## config.mk

```make
export PLATFORM = sky130hd
export DESIGN_NAME = sorted_schedule_table
export DESIGN_NICKNAME = d
export VERILOG_FILES = /design/src/rtl/core/sst_pkg.sv /design/src/rtl/core/sst_datapath.sv /design/src/rtl/core/sst_controller.sv /design/src/rtl/core/sorted_schedule_table.sv
export SDC_FILE = /design/constraint.sdc
export NUM_CORES = 2
export LEC_CHECK = 0
export BUFFER_PORTS_ARGS = -buffer_cell sky130_fd_sc_hd__buf_2
export CAP_MARGIN = 40
export CORE_UTILIZATION = 45
export CTS_CLUSTER_DIAMETER = 80
export DETAILED_ROUTE_END_ITERATION = 6
export HOLD_SLACK_MARGIN = 0.1
export PLACE_DENSITY_LB_ADDON = 0.2
export SKIP_CTS_REPAIR_TIMING = 1
export SLEW_MARGIN = 10
export SYNTH_ARGS = -nofsm -noshare
export SYNTH_HDL_FRONTEND = slang
export SYNTH_SLANG_ARGS = --single-unit
export TNS_END_PERCENT = 10
```

## constraint.sdc

```tcl
create_clock -name clock -period 10.4 [get_ports clock]
set_input_delay 2.08 -clock clock [delete_from_list [all_inputs] [get_ports clock]]
set_output_delay 2.08 -clock clock [all_outputs]
set_load 0.01 [all_outputs]
```

## src/rtl/core/sst_pkg.sv

```systemverilog
// ----------------------------------------------------------------------------
// sst_pkg: shared types and constants of the sorted schedule table
// Sizes, operation and result codes, and the command and status bundles
// that pass between the controller and the datapath.
// ----------------------------------------------------------------------------
`timescale 1ns / 1ps

package sst_pkg;

   localparam int CHANNELS    = 8;
   localparam int MAX_RECORDS = 16;

   // Fixed field widths of the request and response
   localparam int KIND_W   = 2;
   localparam int CH_W     = 3;
   localparam int KEY_W    = 11;
   localparam int STATUS_W = 2;
   localparam int POS_W    = 4;
   localparam int RCNT_W   = 5;

   // Derived storage widths
   localparam int ENTRY_W = KEY_W + 1;
   localparam int IDX_W   = (MAX_RECORDS > 1) ? $clog2(MAX_RECORDS) : 1;
   localparam int CNT_W   = $clog2(MAX_RECORDS + 1);
   localparam int DEPTH   = CHANNELS * MAX_RECORDS;
   localparam int ADDR_W  = (DEPTH > 1) ? $clog2(DEPTH) : 1;

   typedef enum logic [1:0] {
      KIND_FIND   = 2'd0,
      KIND_ADD    = 2'd1,
      KIND_DELETE = 2'd2,
      KIND_NONE   = 2'd3
   } sst_kind_type;

   typedef enum logic [1:0] {
      RES_OK        = 2'd0,
      RES_NOT_FOUND = 2'd1,
      RES_FULL      = 2'd2
   } sst_status_type;

   typedef enum logic [1:0] {
      CNT_KEEP = 2'd0,
      CNT_INC  = 2'd1,
      CNT_DEC  = 2'd2
   } sst_cnt_op_type;

   typedef enum logic [2:0] {
      S_IDLE   = 3'd0,
      S_SCAN   = 3'd1,
      S_DECIDE = 3'd2,
      S_SHIFT  = 3'd3,
      S_PUT    = 3'd4,
      S_FINISH = 3'd5
   } sst_state_type;

   // Controller to datapath
   typedef struct packed {
      logic                 load;
      logic                 rd_en;
      logic                 scan;
      logic [IDX_W-1:0]     rd_idx;
      logic                 wr_en;
      logic                 wr_new;
      logic [IDX_W-1:0]     wr_idx;
      logic                 emit;
      sst_status_type       status;
      logic                 fstate;
      logic [IDX_W-1:0]     pos;
      sst_cnt_op_type       cnt_op;
   } sst_cmd_type;

   // Datapath to controller
   typedef struct packed {
      sst_kind_type         kind;
      logic                 bad_ch;
      logic [CNT_W-1:0]     n;
      logic                 hit;
      logic [IDX_W-1:0]     hit_idx;
      logic                 gt;
      logic [IDX_W-1:0]     gt_idx;
      logic                 out_busy;
   } sst_sts_type;

endpackage

```

## src/rtl/core/sst_datapath.sv

```systemverilog
// ----------------------------------------------------------------------------
// sst_datapath: record memory, channel counts and response register
// Holds the captured request, walks the record memory on command,
// tracks the match and insertion point, and forms the response.
// ----------------------------------------------------------------------------
`timescale 1ns / 1ps

module sst_datapath (
   input  logic                clock,
   input  logic                reset,
   input  logic [7:0]          req_tuser,
   input  logic [15:0]         req_tdata,
   input  sst_pkg::sst_cmd_type cmd,
   output sst_pkg::sst_sts_type sts,
   output logic                rsp_tvalid,
   input  logic                rsp_tready,
   output logic [15:0]         rsp_tdata
);

   // Captured request
   sst_pkg::sst_kind_type          kind_ff;
   logic [sst_pkg::CH_W-1:0]       ch_ff;
   logic [sst_pkg::KEY_W-1:0]      key_ff;
   logic                           st_ff;
   logic                           bad_ff;
   logic [sst_pkg::CNT_W-1:0]      n_ff;

   // Record memory and its registered read port
   logic [sst_pkg::ENTRY_W-1:0]    mem [sst_pkg::DEPTH];
   logic [sst_pkg::ENTRY_W-1:0]    rd_data_ff;
   logic [sst_pkg::ADDR_W-1:0]     rd_addr;
   logic [sst_pkg::ADDR_W-1:0]     wr_addr;
   logic [sst_pkg::ENTRY_W-1:0]    wr_data;

   // Scan tracking
   logic                           cmp_vld_ff;
   logic [sst_pkg::IDX_W-1:0]      cmp_idx_ff;
   logic                           hit_ff;
   logic [sst_pkg::IDX_W-1:0]      hit_idx_ff;
   logic                           hit_st_ff;
   logic                           gt_ff;
   logic [sst_pkg::IDX_W-1:0]      gt_idx_ff;

   // Per-channel counts
   logic [sst_pkg::CNT_W-1:0]      cnt_ff [sst_pkg::CHANNELS];
   logic [sst_pkg::CNT_W-1:0]      cnt_new;

   // Response register
   logic                           rsp_valid_ff;
   sst_pkg::sst_status_type        rsp_status_ff;
   logic                           rsp_fstate_ff;
   logic [sst_pkg::POS_W-1:0]      rsp_pos_ff;
   logic [sst_pkg::RCNT_W-1:0]     rsp_cnt_ff;

   logic [sst_pkg::CH_W-1:0]       req_ch;
   logic                           req_bad;
   logic [sst_pkg::KEY_W-1:0]      entry_key;

   assign req_ch    = req_tdata[sst_pkg::CH_W-1:0];
   assign req_bad   = (int'(req_ch) >= sst_pkg::CHANNELS);
   assign entry_key = rd_data_ff[sst_pkg::KEY_W-1:0];

   assign rd_addr = sst_pkg::ADDR_W'(int'(ch_ff) * sst_pkg::MAX_RECORDS + int'(cmd.rd_idx));
   assign wr_addr = sst_pkg::ADDR_W'(int'(ch_ff) * sst_pkg::MAX_RECORDS + int'(cmd.wr_idx));
   assign wr_data = cmd.wr_new ? {st_ff, key_ff} : rd_data_ff;

   always_comb begin
      case (cmd.cnt_op)
         sst_pkg::CNT_INC: cnt_new = n_ff + 1'b1;
         sst_pkg::CNT_DEC: cnt_new = n_ff - 1'b1;
         default:          cnt_new = n_ff;
      endcase
   end

   // Request capture
   always_ff @(posedge clock) begin
      if (cmd.load) begin
         kind_ff <= sst_pkg::sst_kind_type'(req_tuser[sst_pkg::KIND_W-1:0]);
         ch_ff   <= req_ch;
         key_ff  <= req_tdata[sst_pkg::CH_W +: sst_pkg::KEY_W];
         st_ff   <= req_tdata[sst_pkg::CH_W + sst_pkg::KEY_W];
      end
   end

   always_ff @(posedge clock) begin
      if (reset) begin
         bad_ff <= 1'b0;
         n_ff   <= '0;
      end else if (cmd.load) begin
         bad_ff <= req_bad;
         n_ff   <= req_bad ? '0 : cnt_ff[req_ch];
      end
   end

   // Record memory: one write and one registered read per cycle
   always_ff @(posedge clock) begin
      if (cmd.wr_en) begin
         mem[wr_addr] <= wr_data;
      end
      if (cmd.rd_en) begin
         rd_data_ff <= mem[rd_addr];
      end
   end

   // Compare each scanned entry in the cycle after it is read
   always_ff @(posedge clock) begin
      if (reset) begin
         cmp_vld_ff <= 1'b0;
         hit_ff     <= 1'b0;
         gt_ff      <= 1'b0;
      end else begin
         cmp_vld_ff <= cmd.rd_en & cmd.scan;
         if (cmd.load) begin
            hit_ff <= 1'b0;
            gt_ff  <= 1'b0;
         end else if (cmp_vld_ff) begin
            if (!hit_ff && entry_key == key_ff) begin
               hit_ff <= 1'b1;
            end
            if (!gt_ff && key_ff < entry_key) begin
               gt_ff <= 1'b1;
            end
         end
      end
   end

   always_ff @(posedge clock) begin
      if (cmd.rd_en) begin
         cmp_idx_ff <= cmd.rd_idx;
      end
      if (cmp_vld_ff && !hit_ff && entry_key == key_ff) begin
         hit_idx_ff <= cmp_idx_ff;
         hit_st_ff  <= rd_data_ff[sst_pkg::KEY_W];
      end
      if (cmp_vld_ff && !gt_ff && key_ff < entry_key) begin
         gt_idx_ff <= cmp_idx_ff;
      end
   end

   // Channel counts
   always_ff @(posedge clock) begin
      if (reset) begin
         for (int c = 0; c < sst_pkg::CHANNELS; c++) begin
            cnt_ff[c] <= '0;
         end
      end else if (cmd.emit && cmd.cnt_op != sst_pkg::CNT_KEEP) begin
         cnt_ff[ch_ff] <= cnt_new;
      end
   end

   // Response register
   always_ff @(posedge clock) begin
      if (reset) begin
         rsp_valid_ff <= 1'b0;
      end else if (cmd.emit) begin
         rsp_valid_ff <= 1'b1;
      end else if (rsp_tready) begin
         rsp_valid_ff <= 1'b0;
      end
   end

   always_ff @(posedge clock) begin
      if (cmd.emit) begin
         rsp_status_ff <= cmd.status;
         rsp_fstate_ff <= cmd.fstate & hit_st_ff;
         rsp_pos_ff    <= sst_pkg::POS_W'(cmd.pos);
         rsp_cnt_ff    <= sst_pkg::RCNT_W'(cnt_new);
      end
   end

   assign rsp_tvalid = rsp_valid_ff;
   assign rsp_tdata  = {4'b0000, rsp_cnt_ff, rsp_pos_ff, rsp_fstate_ff, rsp_status_ff};

   assign sts.kind     = kind_ff;
   assign sts.bad_ch   = bad_ff;
   assign sts.n        = n_ff;
   assign sts.hit      = hit_ff;
   assign sts.hit_idx  = hit_idx_ff;
   assign sts.gt       = gt_ff;
   assign sts.gt_idx   = gt_idx_ff;
   assign sts.out_busy = rsp_valid_ff & ~rsp_tready;

endmodule

```

## src/rtl/core/sst_controller.sv

```systemverilog
// ----------------------------------------------------------------------------
// sst_controller: operation sequencer of the sorted schedule table
// Accepts one request, walks the channel's records, then updates,
// shifts and inserts or closes the gap, and releases the response.
// ----------------------------------------------------------------------------
`timescale 1ns / 1ps

module sst_controller (
   input  logic                 clock,
   input  logic                 reset,
   input  logic                 req_tvalid,
   output logic                 req_tready,
   input  sst_pkg::sst_sts_type sts,
   output sst_pkg::sst_cmd_type cmd
);

   sst_pkg::sst_state_type         state_ff, state_in;
   logic [sst_pkg::CNT_W-1:0]      idx_ff, idx_in;
   logic [sst_pkg::CNT_W-1:0]      left_ff, left_in;
   logic                           up_ff, up_in;
   logic                           pend_ff, pend_in;
   logic [sst_pkg::IDX_W-1:0]      pend_dst_ff, pend_dst_in;
   logic [sst_pkg::IDX_W-1:0]      pos_ff, pos_in;
   sst_pkg::sst_status_type        status_ff, status_in;
   logic                           fstate_ff, fstate_in;
   sst_pkg::sst_cnt_op_type        cnt_op_ff, cnt_op_in;
   logic [sst_pkg::IDX_W-1:0]      at;

   assign at = sts.gt ? sts.gt_idx : sst_pkg::IDX_W'(sts.n);

   always_ff @(posedge clock) begin
      if (reset) begin
         state_ff <= sst_pkg::S_IDLE;
         pend_ff  <= 1'b0;
      end else begin
         state_ff <= state_in;
         pend_ff  <= pend_in;
      end
   end

   always_ff @(posedge clock) begin
      idx_ff      <= idx_in;
      left_ff     <= left_in;
      up_ff       <= up_in;
      pend_dst_ff <= pend_dst_in;
      pos_ff      <= pos_in;
      status_ff   <= status_in;
      fstate_ff   <= fstate_in;
      cnt_op_ff   <= cnt_op_in;
   end

   always_comb begin
      state_in    = state_ff;
      idx_in      = idx_ff;
      left_in     = left_ff;
      up_in       = up_ff;
      pend_in     = pend_ff;
      pend_dst_in = pend_dst_ff;
      pos_in      = pos_ff;
      status_in   = status_ff;
      fstate_in   = fstate_ff;
      cnt_op_in   = cnt_op_ff;
      req_tready  = 1'b0;
      cmd         = '0;

      case (state_ff)
         sst_pkg::S_IDLE: begin
            req_tready = 1'b1;
            if (req_tvalid) begin
               cmd.load = 1'b1;
               idx_in   = '0;
               state_in = sst_pkg::S_SCAN;
            end
         end

         sst_pkg::S_SCAN: begin
            if (idx_ff < sts.n) begin
               cmd.rd_en  = 1'b1;
               cmd.scan   = 1'b1;
               cmd.rd_idx = sst_pkg::IDX_W'(idx_ff);
               idx_in     = idx_ff + 1'b1;
            end else begin
               state_in = sst_pkg::S_DECIDE;
            end
         end

         sst_pkg::S_DECIDE: begin
            status_in = sst_pkg::RES_OK;
            fstate_in = 1'b0;
            pos_in    = '0;
            cnt_op_in = sst_pkg::CNT_KEEP;
            pend_in   = 1'b0;
            state_in  = sst_pkg::S_FINISH;
            if (sts.bad_ch) begin
               status_in = sst_pkg::RES_NOT_FOUND;
            end else begin
               case (sts.kind)
                  sst_pkg::KIND_FIND: begin
                     if (sts.hit) begin
                        pos_in    = sts.hit_idx;
                        fstate_in = 1'b1;
                     end else begin
                        status_in = sst_pkg::RES_NOT_FOUND;
                     end
                  end
                  sst_pkg::KIND_ADD: begin
                     if (sts.hit) begin
                        // existing key: rewrite its state bit in place
                        pos_in     = sts.hit_idx;
                        cmd.wr_en  = 1'b1;
                        cmd.wr_new = 1'b1;
                        cmd.wr_idx = sts.hit_idx;
                     end else if (sts.n >= sst_pkg::CNT_W'(sst_pkg::MAX_RECORDS)) begin
                        status_in = sst_pkg::RES_FULL;
                     end else begin
                        // move entries at..n-1 up by one, highest first
                        pos_in    = at;
                        cnt_op_in = sst_pkg::CNT_INC;
                        up_in     = 1'b1;
                        idx_in    = sts.n - 1'b1;
                        left_in   = sts.n - sst_pkg::CNT_W'(at);
                        state_in  = sst_pkg::S_SHIFT;
                     end
                  end
                  sst_pkg::KIND_DELETE: begin
                     if (sts.hit) begin
                        // move entries hit+1..n-1 down by one, lowest first
                        pos_in    = sts.hit_idx;
                        cnt_op_in = sst_pkg::CNT_DEC;
                        up_in     = 1'b0;
                        idx_in    = sst_pkg::CNT_W'(sts.hit_idx) + 1'b1;
                        left_in   = sts.n - 1'b1 - sst_pkg::CNT_W'(sts.hit_idx);
                        state_in  = sst_pkg::S_SHIFT;
                     end else begin
                        status_in = sst_pkg::RES_NOT_FOUND;
                     end
                  end
                  default: begin
                  end
               endcase
            end
         end

         sst_pkg::S_SHIFT: begin
            // write back the entry read last cycle while reading the next
            cmd.wr_en  = pend_ff;
            cmd.wr_idx = pend_dst_ff;
            if (left_ff != '0) begin
               cmd.rd_en   = 1'b1;
               cmd.rd_idx  = sst_pkg::IDX_W'(idx_ff);
               pend_in     = 1'b1;
               pend_dst_in = up_ff ? sst_pkg::IDX_W'(idx_ff + 1'b1)
                                   : sst_pkg::IDX_W'(idx_ff - 1'b1);
               idx_in      = up_ff ? idx_ff - 1'b1 : idx_ff + 1'b1;
               left_in     = left_ff - 1'b1;
            end else begin
               pend_in = 1'b0;
               if (!pend_ff) begin
                  state_in = up_ff ? sst_pkg::S_PUT : sst_pkg::S_FINISH;
               end
            end
         end

         sst_pkg::S_PUT: begin
            cmd.wr_en  = 1'b1;
            cmd.wr_new = 1'b1;
            cmd.wr_idx = pos_ff;
            state_in   = sst_pkg::S_FINISH;
         end

         sst_pkg::S_FINISH: begin
            if (!sts.out_busy) begin
               cmd.emit   = 1'b1;
               cmd.status = status_ff;
               cmd.fstate = fstate_ff;
               cmd.pos    = pos_ff;
               cmd.cnt_op = cnt_op_ff;
               state_in   = sst_pkg::S_IDLE;
            end
         end

         default: begin
            state_in = sst_pkg::S_IDLE;
         end
      endcase
   end

   a_emit_free: assert property (@(posedge clock) disable iff (reset)
      cmd.emit |-> !sts.out_busy)
      else $error("response emitted over an unread response");

   a_rd_wr_apart: assert property (@(posedge clock) disable iff (reset)
      (cmd.wr_en && cmd.rd_en) |-> (cmd.wr_idx != cmd.rd_idx))
      else $error("read and write hit the same record");

   a_full_count: assert property (@(posedge clock) disable iff (reset)
      (cmd.emit && cmd.status == sst_pkg::RES_FULL)
         |-> (sts.n == sst_pkg::CNT_W'(sst_pkg::MAX_RECORDS)))
      else $error("full reported below capacity");

   a_inc_room: assert property (@(posedge clock) disable iff (reset)
      (cmd.emit && cmd.cnt_op == sst_pkg::CNT_INC)
         |-> (sts.n < sst_pkg::CNT_W'(sst_pkg::MAX_RECORDS)))
      else $error("insert into a full channel");

endmodule

```

## src/rtl/core/sorted_schedule_table.sv

```systemverilog
// ----------------------------------------------------------------------------
// sorted_schedule_table: per-channel sorted schedule records
// Order: once a request is taken, the channel's n records are scanned, n being
// the channel's record count; an insert then moves the records from its place
// up and writes the new one, and a delete moves those above the match down.
// Throughput: one request at a time; the next is taken the cycle after the
// response is loaded, later if the previous response still waits.
// Reset clears all channel counts at once; record contents stay undefined.
// ----------------------------------------------------------------------------
`timescale 1ns / 1ps

module sorted_schedule_table (
   input  logic        clock,
   input  logic        reset,

   // Request channel
   input  logic        req_tvalid,
   output logic        req_tready,
   input  logic [7:0]  req_tuser,   // [1:0] kind, [7:2] zero
   input  logic [15:0] req_tdata,   // [2:0] channel, [13:3] minute_key,
                                    // [14] new_state, [15] zero

   // Response channel
   output logic        rsp_tvalid,
   input  logic        rsp_tready,
   output logic [15:0] rsp_tdata    // [1:0] status, [2] found_state,
                                    // [6:3] position, [11:7] record_count,
                                    // [15:12] zero
);

   // Command and status bundles between sequencer and datapath
   sst_pkg::sst_cmd_type cmd;
   sst_pkg::sst_sts_type sts;

   // Sequencer: accept a request only when idle, walk the channel's
   // records one per cycle, then rewrite an entry or shift to insert or drop one, and
   // hold the response until the output register is free.
   sst_controller u_controller (
      .clock      (clock),
      .reset      (reset),
      .req_tvalid (req_tvalid),
      .req_tready (req_tready),
      .sts        (sts),
      .cmd        (cmd)
   );

   // Datapath: record memory of CHANNELS x MAX_RECORDS entries (state bit
   // above the key), per-channel counts in flops, scan compare and the
   // response register that lets a finished response wait for the sink.
   sst_datapath u_datapath (
      .clock      (clock),
      .reset      (reset),
      .req_tuser  (req_tuser),
      .req_tdata  (req_tdata),
      .cmd        (cmd),
      .sts        (sts),
      .rsp_tvalid (rsp_tvalid),
      .rsp_tready (rsp_tready),
      .rsp_tdata  (rsp_tdata)
   );

endmodule
```

# [Word level (Yosys, flattened, before mapping)]
# Memories as Yosys holds them, arrays and structs flattened. A register that Yosys moved wholly into a read port is not among the register bits.
# Index checks and enable logic that the tools add are counted.
[op_classes] addsub=10 order_cmp=3 eq_ne=24 n_mux=76 bitwise_logic=5 reduce_logical=28
[ops] cell="$mux W5" count=12
[ops] cell="$pmux W5 S2" count=4
[ops] cell="$mux W3" count=9
[ops] cell="$mux W4" count=6
[ops] cell="$mux W1" count=22
[ops] cell="$mux W10" count=2
[ops] cell="$pmux W5 S4" count=1
[ops] cell="$mux W6" count=3
[ops] cell="$pmux W3 S6" count=1
[ops] cell="$pmux W4 S2" count=2
[ops] cell="$sub A5 B1 Y5 const B" count=3
[ops] cell="$add A7 B4 Y7" count=2
[ops] cell="$ne A2 B2 Y1 const B" count=7
[ops] cell="$mux W12" count=1
[ops] cell="$pmux W4 S3" count=1
[ops] cell="$eq A11 B11 Y1" count=1
[ops] cell="$lt A11 B11 Y1" count=1
[ops] cell="$add A5 B1 Y5 const B" count=2
[ops] cell="$reduce_and A5 Y1" count=2
[ops] cell="$sub A5 B4 Y5" count=2
[ops] cell="$ne A3 B3 Y1 const B" count=3
[ops] cell="$mux W2" count=4
[ops] cell="$pmux W1 S2" count=4
[ops] cell="$pmux W2 S2" count=2
[ops] cell="26 further kinds" count=49
[word_totals] regBits=74 mem_bits_rw=1576 input_bits=28 out_inout_bits=18 elab_cells=174 mem_count=2
[mem_list] name="u_datapath.mem" depth=128 word_bits=12 read_ports=1 rd_clocked_by_memory_dff=1 wr=1 line_no="sst_datapath.sv:29" rtl="logic [sst_pkg::ENTRY_W-1:0] mem [sst_pkg::DEPTH];"
[mem_list] name="u_datapath.cnt_ff" depth=8 word_bits=5 read_ports=1 rd_clocked_by_memory_dff=1 wr=8 line_no="sst_datapath.sv:45" rtl="logic [sst_pkg::CNT_W-1:0] cnt_ff [sst_pkg::CHANNELS];"

# [Longest topological paths before layout]
[logic_depth] ltp_word=11 mapped_depth=13 mapped_depth_nobuf=11

# [Modules after synthesis]
# From an unflattened synthesis, not the netlist that was laid out.
[unflattened] cells_unflattened=3876 area_unflattened_um2=66794.1
[by_module_without_submodules] mod="sst_datapath" instances=1 cells_each=3593 area_per_inst_um2=64336.7 seq_area_each_um2=49127.1
[by_module_without_submodules] mod="sst_controller" instances=1 cells_each=283 area_per_inst_um2=2457.4 seq_area_each_um2=800.8

# [Worst setup path after synthesis]
# No wires, ideal clock.
[synth_path] path_type="register -> register" startpoint="register u_controller.state_ff[2]" endpoint="memory u_datapath.mem[0][0] (netlist name) (data pin)" setup_time_ns=1.198 arrival_time_ns=6.651 t_required_ns=9.202 setup_slack_ns=2.552 stages_incl_launch_ff=7 n_path_buf=1 period_less_slack_ns=7.848 cell_sequence="dfxtp_1 nand2b_1 nor2_1 and3_1 clkbuf_1 nor2_1 o21ai_0"
[synth_between] elab_chain_len=3 word_cells_on_any_way=4 cone_classes="eq/ne (2); mux (2)"
[synth_rtl] element="start, declared" line_no="sst_controller.sv:17" rtl="sst_pkg::sst_state_type state_ff, state_in;"
[synth_rtl] element="start signal, assigned" line_no="sst_controller.sv:33" rtl="state_ff <= sst_pkg::S_IDLE;"
[synth_rtl] element="start signal, assigned" line_no="sst_controller.sv:36" rtl="state_ff <= state_in;"
[synth_rtl] element="$eq A3 B3 Y1 / $eq A3 B2 Y1 (equally long branches)" line_no="sst_controller.sv:66" rtl="case (state_ff)"
[synth_rtl] element="$pmux W1 S2 (*)" line_no="sst_controller.sv:66"
[synth_rtl] element="$mux W12 (*)" line_no="sst_datapath.sv:65" rtl="assign wr_data = cmd.wr_new ? {st_ff, key_ff} : rd_data_ff;"
[synth_rtl] element="named net u_datapath.wr_data, one bit" line_no="sst_datapath.sv:33" rtl="logic [sst_pkg::ENTRY_W-1:0] wr_data;"
[synth_rtl] element="end, declared" line_no="sst_datapath.sv:29"
# The timed path passes the listed nets; every way through them passes the cells marked *.

# [Worst setup path after layout]
[layout_path] startpoint="register u_controller.idx_ff[2] (netlist name)" endpoint="register u_datapath.rd_data_ff[0] (netlist name), read port of u_datapath.mem (data pin)"
[layout_between] elab_chain_len=4 word_cells_on_any_way=6 cone_classes="add/sub (1); order compare (1); mux (4)"
[layout_rtl] element="start, declared" line_no="sst_controller.sv:18" rtl="logic [sst_pkg::CNT_W-1:0] idx_ff, idx_in;"
[layout_rtl] element="start signal, assigned" line_no="sst_controller.sv:42" rtl="idx_ff <= idx_in;"
[layout_rtl] element="$lt A5 B5 Y1" line_no="sst_controller.sv:77" rtl="if (idx_ff < sts.n) begin"
[layout_rtl] element="$mux W6" line_no="sst_controller.sv:77"
[layout_rtl] element="$pmux W4 S2" line_no="sst_controller.sv:66"
[layout_rtl] element="$add A7 B4 Y7" line_no="sst_datapath.sv:63" rtl="assign rd_addr = sst_pkg::ADDR_W'(int'(ch_ff) * sst_pkg::MAX_RECORDS + int'(cmd.rd_idx));"
[layout_rtl] element="end, declared" line_no="sst_datapath.sv:30" rtl="logic [sst_pkg::ENTRY_W-1:0] rd_data_ff;"
# Parallel ways exist; a longest one is shown, timed or not.
# A chain may end at the register's enable or synchronous reset.

==> impl_metrics.env <==
export IMPL_status="finished clean"
export IMPL_worst_path_most_repeated_cell="buf_4"
export IMPL_yosys_warnings=0
export IMPL_cp_cell_sequence="buf_12 > ha_1 > a211o_1 > a311oi_2 > buf_4 > o21ai_4 > buf_4 > buf_4 > nand2_1 > o32ai_1 > nor4_2 > nand4_1"
export IMPL_start_kind="register"
export IMPL_min_period_over_period_pct=48.1
export IMPL_multi_input_area_um2=15300
export IMPL_grt_util_all_layers_pct=23.4
export IMPL_routedWlPerCell_um=28.8
export IMPL_rsz0062_at_grt="false"
export IMPL_drive_gt1_share_pct=19.3
export IMPL_tightest_slew_ns=0.934
export IMPL_startpoint="u_controller.idx_ff[2]"
export IMPL_hp_class="register to register"
export IMPL_die_h_um=385
export IMPL_ir_drop_v=0.000278
export IMPL_antenna_found_initial=2
export IMPL_final_cells=6004
export IMPL_synthToLayoutAreaGrowth_pct=14.0
export IMPL_root_buffer="clkbuf_16"
export IMPL_initial_core_util_pct=45.4
export IMPL_hold_slack_ns=0.440
export IMPL_final_util_pct=51.7
export IMPL_rr_worst_depth=12
export IMPL_ios=46
export IMPL_seq_area_um2=49900
export IMPL_ys_types=64
export IMPL_yosysSeqAreaShare_pct=75.5
export IMPL_synth_top_cell_by_area="edfxtp_1"
export IMPL_routed_wl_um=173000
export IMPL_cp_slowest_cell="nor4_2"
export IMPL_htree_levels=4
export IMPL_via_per_inst=5.98
export IMPL_layout_common_cells="1654 x edfxtp_1, 290 x nor2_1, 202 x mux4_2"
export IMPL_rows=140
export IMPL_r2r_start="u_controller.idx_ff[2]"
export IMPL_synth_edf_count=1654
export IMPL_endpoint="u_datapath.rd_data_ff[0]"
export IMPL_cts_tree="built"
export IMPL_nNetsFinal=4026
export IMPL_synth_main_ff_cell="edfxtp_1"
export IMPL_slowest_delay_ns=0.79
export IMPL_grt_max_degree=109
export IMPL_clk_pin_slew_ns=0.06
export IMPL_maxCapViolCount=0
export IMPL_final_max_slew_violation_count=0
export IMPL_dr_first_iter_drc_count=4058
export IMPL_die_x_um=385
export IMPL_hold_violations=0
export IMPL_fmax_mhz=200
export IMPL_holdCritStartpoint="u_datapath.cmp_idx_ff[2]"
export IMPL_timing_critical_path_buf_inv=4
export IMPL_async_reset_ff_share_pct=0
export IMPL_yosys_register_bits=1667
export IMPL_r2r_slack_ns=5.40
export IMPL_place_hpwl_um=104000
export IMPL_port_buffer_count=34
export IMPL_syn_avg_cell_area_um2=17.7
export IMPL_cts_sinks=1667
export IMPL_fill_cells=11675
export IMPL_synth_area_top_cells="edfxtp_1 75%, mux4_2 6.9%, mux2i_1 3.0%, nor2_1 1.7%, a22oi_1 1.1%"
export IMPL_path_delay_family="simple AND/OR/NAND/NOR gates"
export IMPL_critPathCaptureType="register"
export IMPL_reg2reg_to="u_datapath.rd_data_ff[0]"
export IMPL_p_per_area_nw_per_um2=270
export IMPL_netlist_instances=3748
export IMPL_period_needed_ns=5.00
export IMPL_vias=35926
export IMPL_numCtsBuffers=172
export IMPL_dp_cells=5699
export IMPL_core_um2=146000
export IMPL_die_area_um2=149000
export IMPL_slew_headroom_pct=36.1
export IMPL_critical_path_required_ns=10.89
export IMPL_ant_nets=0
export IMPL_cp_depth=12
export IMPL_cts_max_path_buffers=3
export IMPL_worst_slack_ns=5.40
export IMPL_drc=0
export IMPL_synth_area_um2=66200
export IMPL_gp_congestion=0.827
export IMPL_synth_top_area_share_pct=75.1
export IMPL_drt_first_pass_iters=5
export IMPL_crit_type="register to register"
export IMPL_worstPathMaxFanout=108
export IMPL_fin_skew_ns=0.0393
export IMPL_tns_ns=0
export IMPL_p_leak_nw=24.4
export IMPL_grt_pass1_vias=34948
export IMPL_overflow=0
export IMPL_setup_viol=0
export IMPL_grt_pass1_wl_um=250000
export IMPL_final_common_cell="edfxtp_1"
export IMPL_pre_cts_ws_ns=5.11
export IMPL_clk_latency_ns=0.80
export IMPL_cp_arrival_ns=5.49
==> how the worst min path moves through the flow <==
stage                                          end  slack [ns]  cells past startpoint
after floorplan            u_datapath.gt_idx_ff[0]        0.42                      0
after CTS                  u_datapath.gt_idx_ff[2]        0.44                      0
final                     u_datapath.hit_idx_ff[2]        0.44                      0
after global routing      u_datapath.hit_idx_ff[2]        0.46                      0
after global placement    u_datapath.hit_idx_ff[2]        0.43                      0
after detailed placement  u_datapath.hit_idx_ff[2]        0.43                      0
==> cell type report <==
type	count	share of cell area (%)
Clock buffer	219	6.00
Multi-Input combinational cell	1792	20.3
Antenna cell	2	0.00664
Tap cell	1917	3.18
Clock inverter	81	0.806
Timing Repair Buffer	273	3.20
Inverter	53	0.267
Sequential cell	1667	66.2
==> synthesized netlist by cell type (3+ instances only) <==
library cell and n:
a31oi_1 3, mux4_2 202, nand4b_1 3, clkbuf_1 160
mux2i_1 199, nor3_1 18, o32ai_1 47, nor3b_1 6
nand4_1 7, o21ai_0 132, a222oi_1 3, xnor2_1 15
and2_1 40, nor2b_1 8, inv_1 51, nand3_1 31
and3_1 4, buf_1 41, a21oi_1 133, o22ai_1 68
xor2_1 4, a211oi_1 98, nor2_1 292, a2111oi_0 25
o211ai_1 57, ha_1 37, edfxtp_1 1654, mux2_2 64
a21o_1 5, nand2_1 107, nor4_1 33, nand2b_1 13
buf_2 27, dfxtp_1 13, buf_4 10, a22oi_1 100
==> flip-flops by register name, indices dropped and copies added (netlist names), 5 cells and up <==
signal / count
u_datapath.mem: 1536
u_datapath.cnt_ff: 40
u_datapath.rd_data_ff: 12
u_datapath.rsp_cnt_ff: 5
u_datapath.key_ff: 11
u_controller.left_ff: 5
u_datapath.n_ff: 5
u_controller.idx_ff: 5
==> per-stage QoR <==
stage,total power (W),cell area [µm²]
detailed placement,0.0148,70200
global route,0.0211,75400
global placement,0.0146,69200
CTS,0.0205,75400
finish,0.0204,75400
floorplan,0.0126,66200
==> worst register-to-register path, cell delays in order, from the launching register on <==
cell and delay [ns]:
edfxtp_1 0.37, buf_12 0.46, ha_1 0.45, a211o_1 0.32
a311oi_2 0.26, buf_4 0.24, o21ai_4 0.07, buf_4 0.28
buf_4 0.37, nand2_1 0.57, o32ai_1 0.32, nor4_2 0.79
nand4_1 0.22
==> report_power, final <==
part,total [W],leakage (nW),internal (W),switching [W]
logic,0.00593,6.87,0.00178,0.00415
clock network,0.00572,2.50,0.00323,0.00249
registers,0.00874,15.1,0.00863,0.000110
total,0.0204,24.4,0.0136,0.00675
==> layer usage <==
metal  global-route usage [%]  share of wire, %
met5                        0            0.0064
met3                     4.73               8.0
met2                     35.8                47
met1                     34.2                43
met4                     6.40               2.5
==> logic make-up (layout without fill, tap and decap cells) <==
group                    count (synthesis)  count (layout)  synth area share (%)
other                                    1               6               0.00567
adder cells (fa/ha/maj)                 39              39                 0.760
AND/OR/NAND/NOR                        572             572                  3.86
XOR/XNOR                                19              19                 0.252
buffers and inverters                  292             626                  1.77
AO/OA/AOI/OAI                          693             693                  6.91
flip-flops                            1667            1667                  75.5
multiplexers                           465             465                  11.0
No activity file was read; power rests on OpenSTA's default activity.
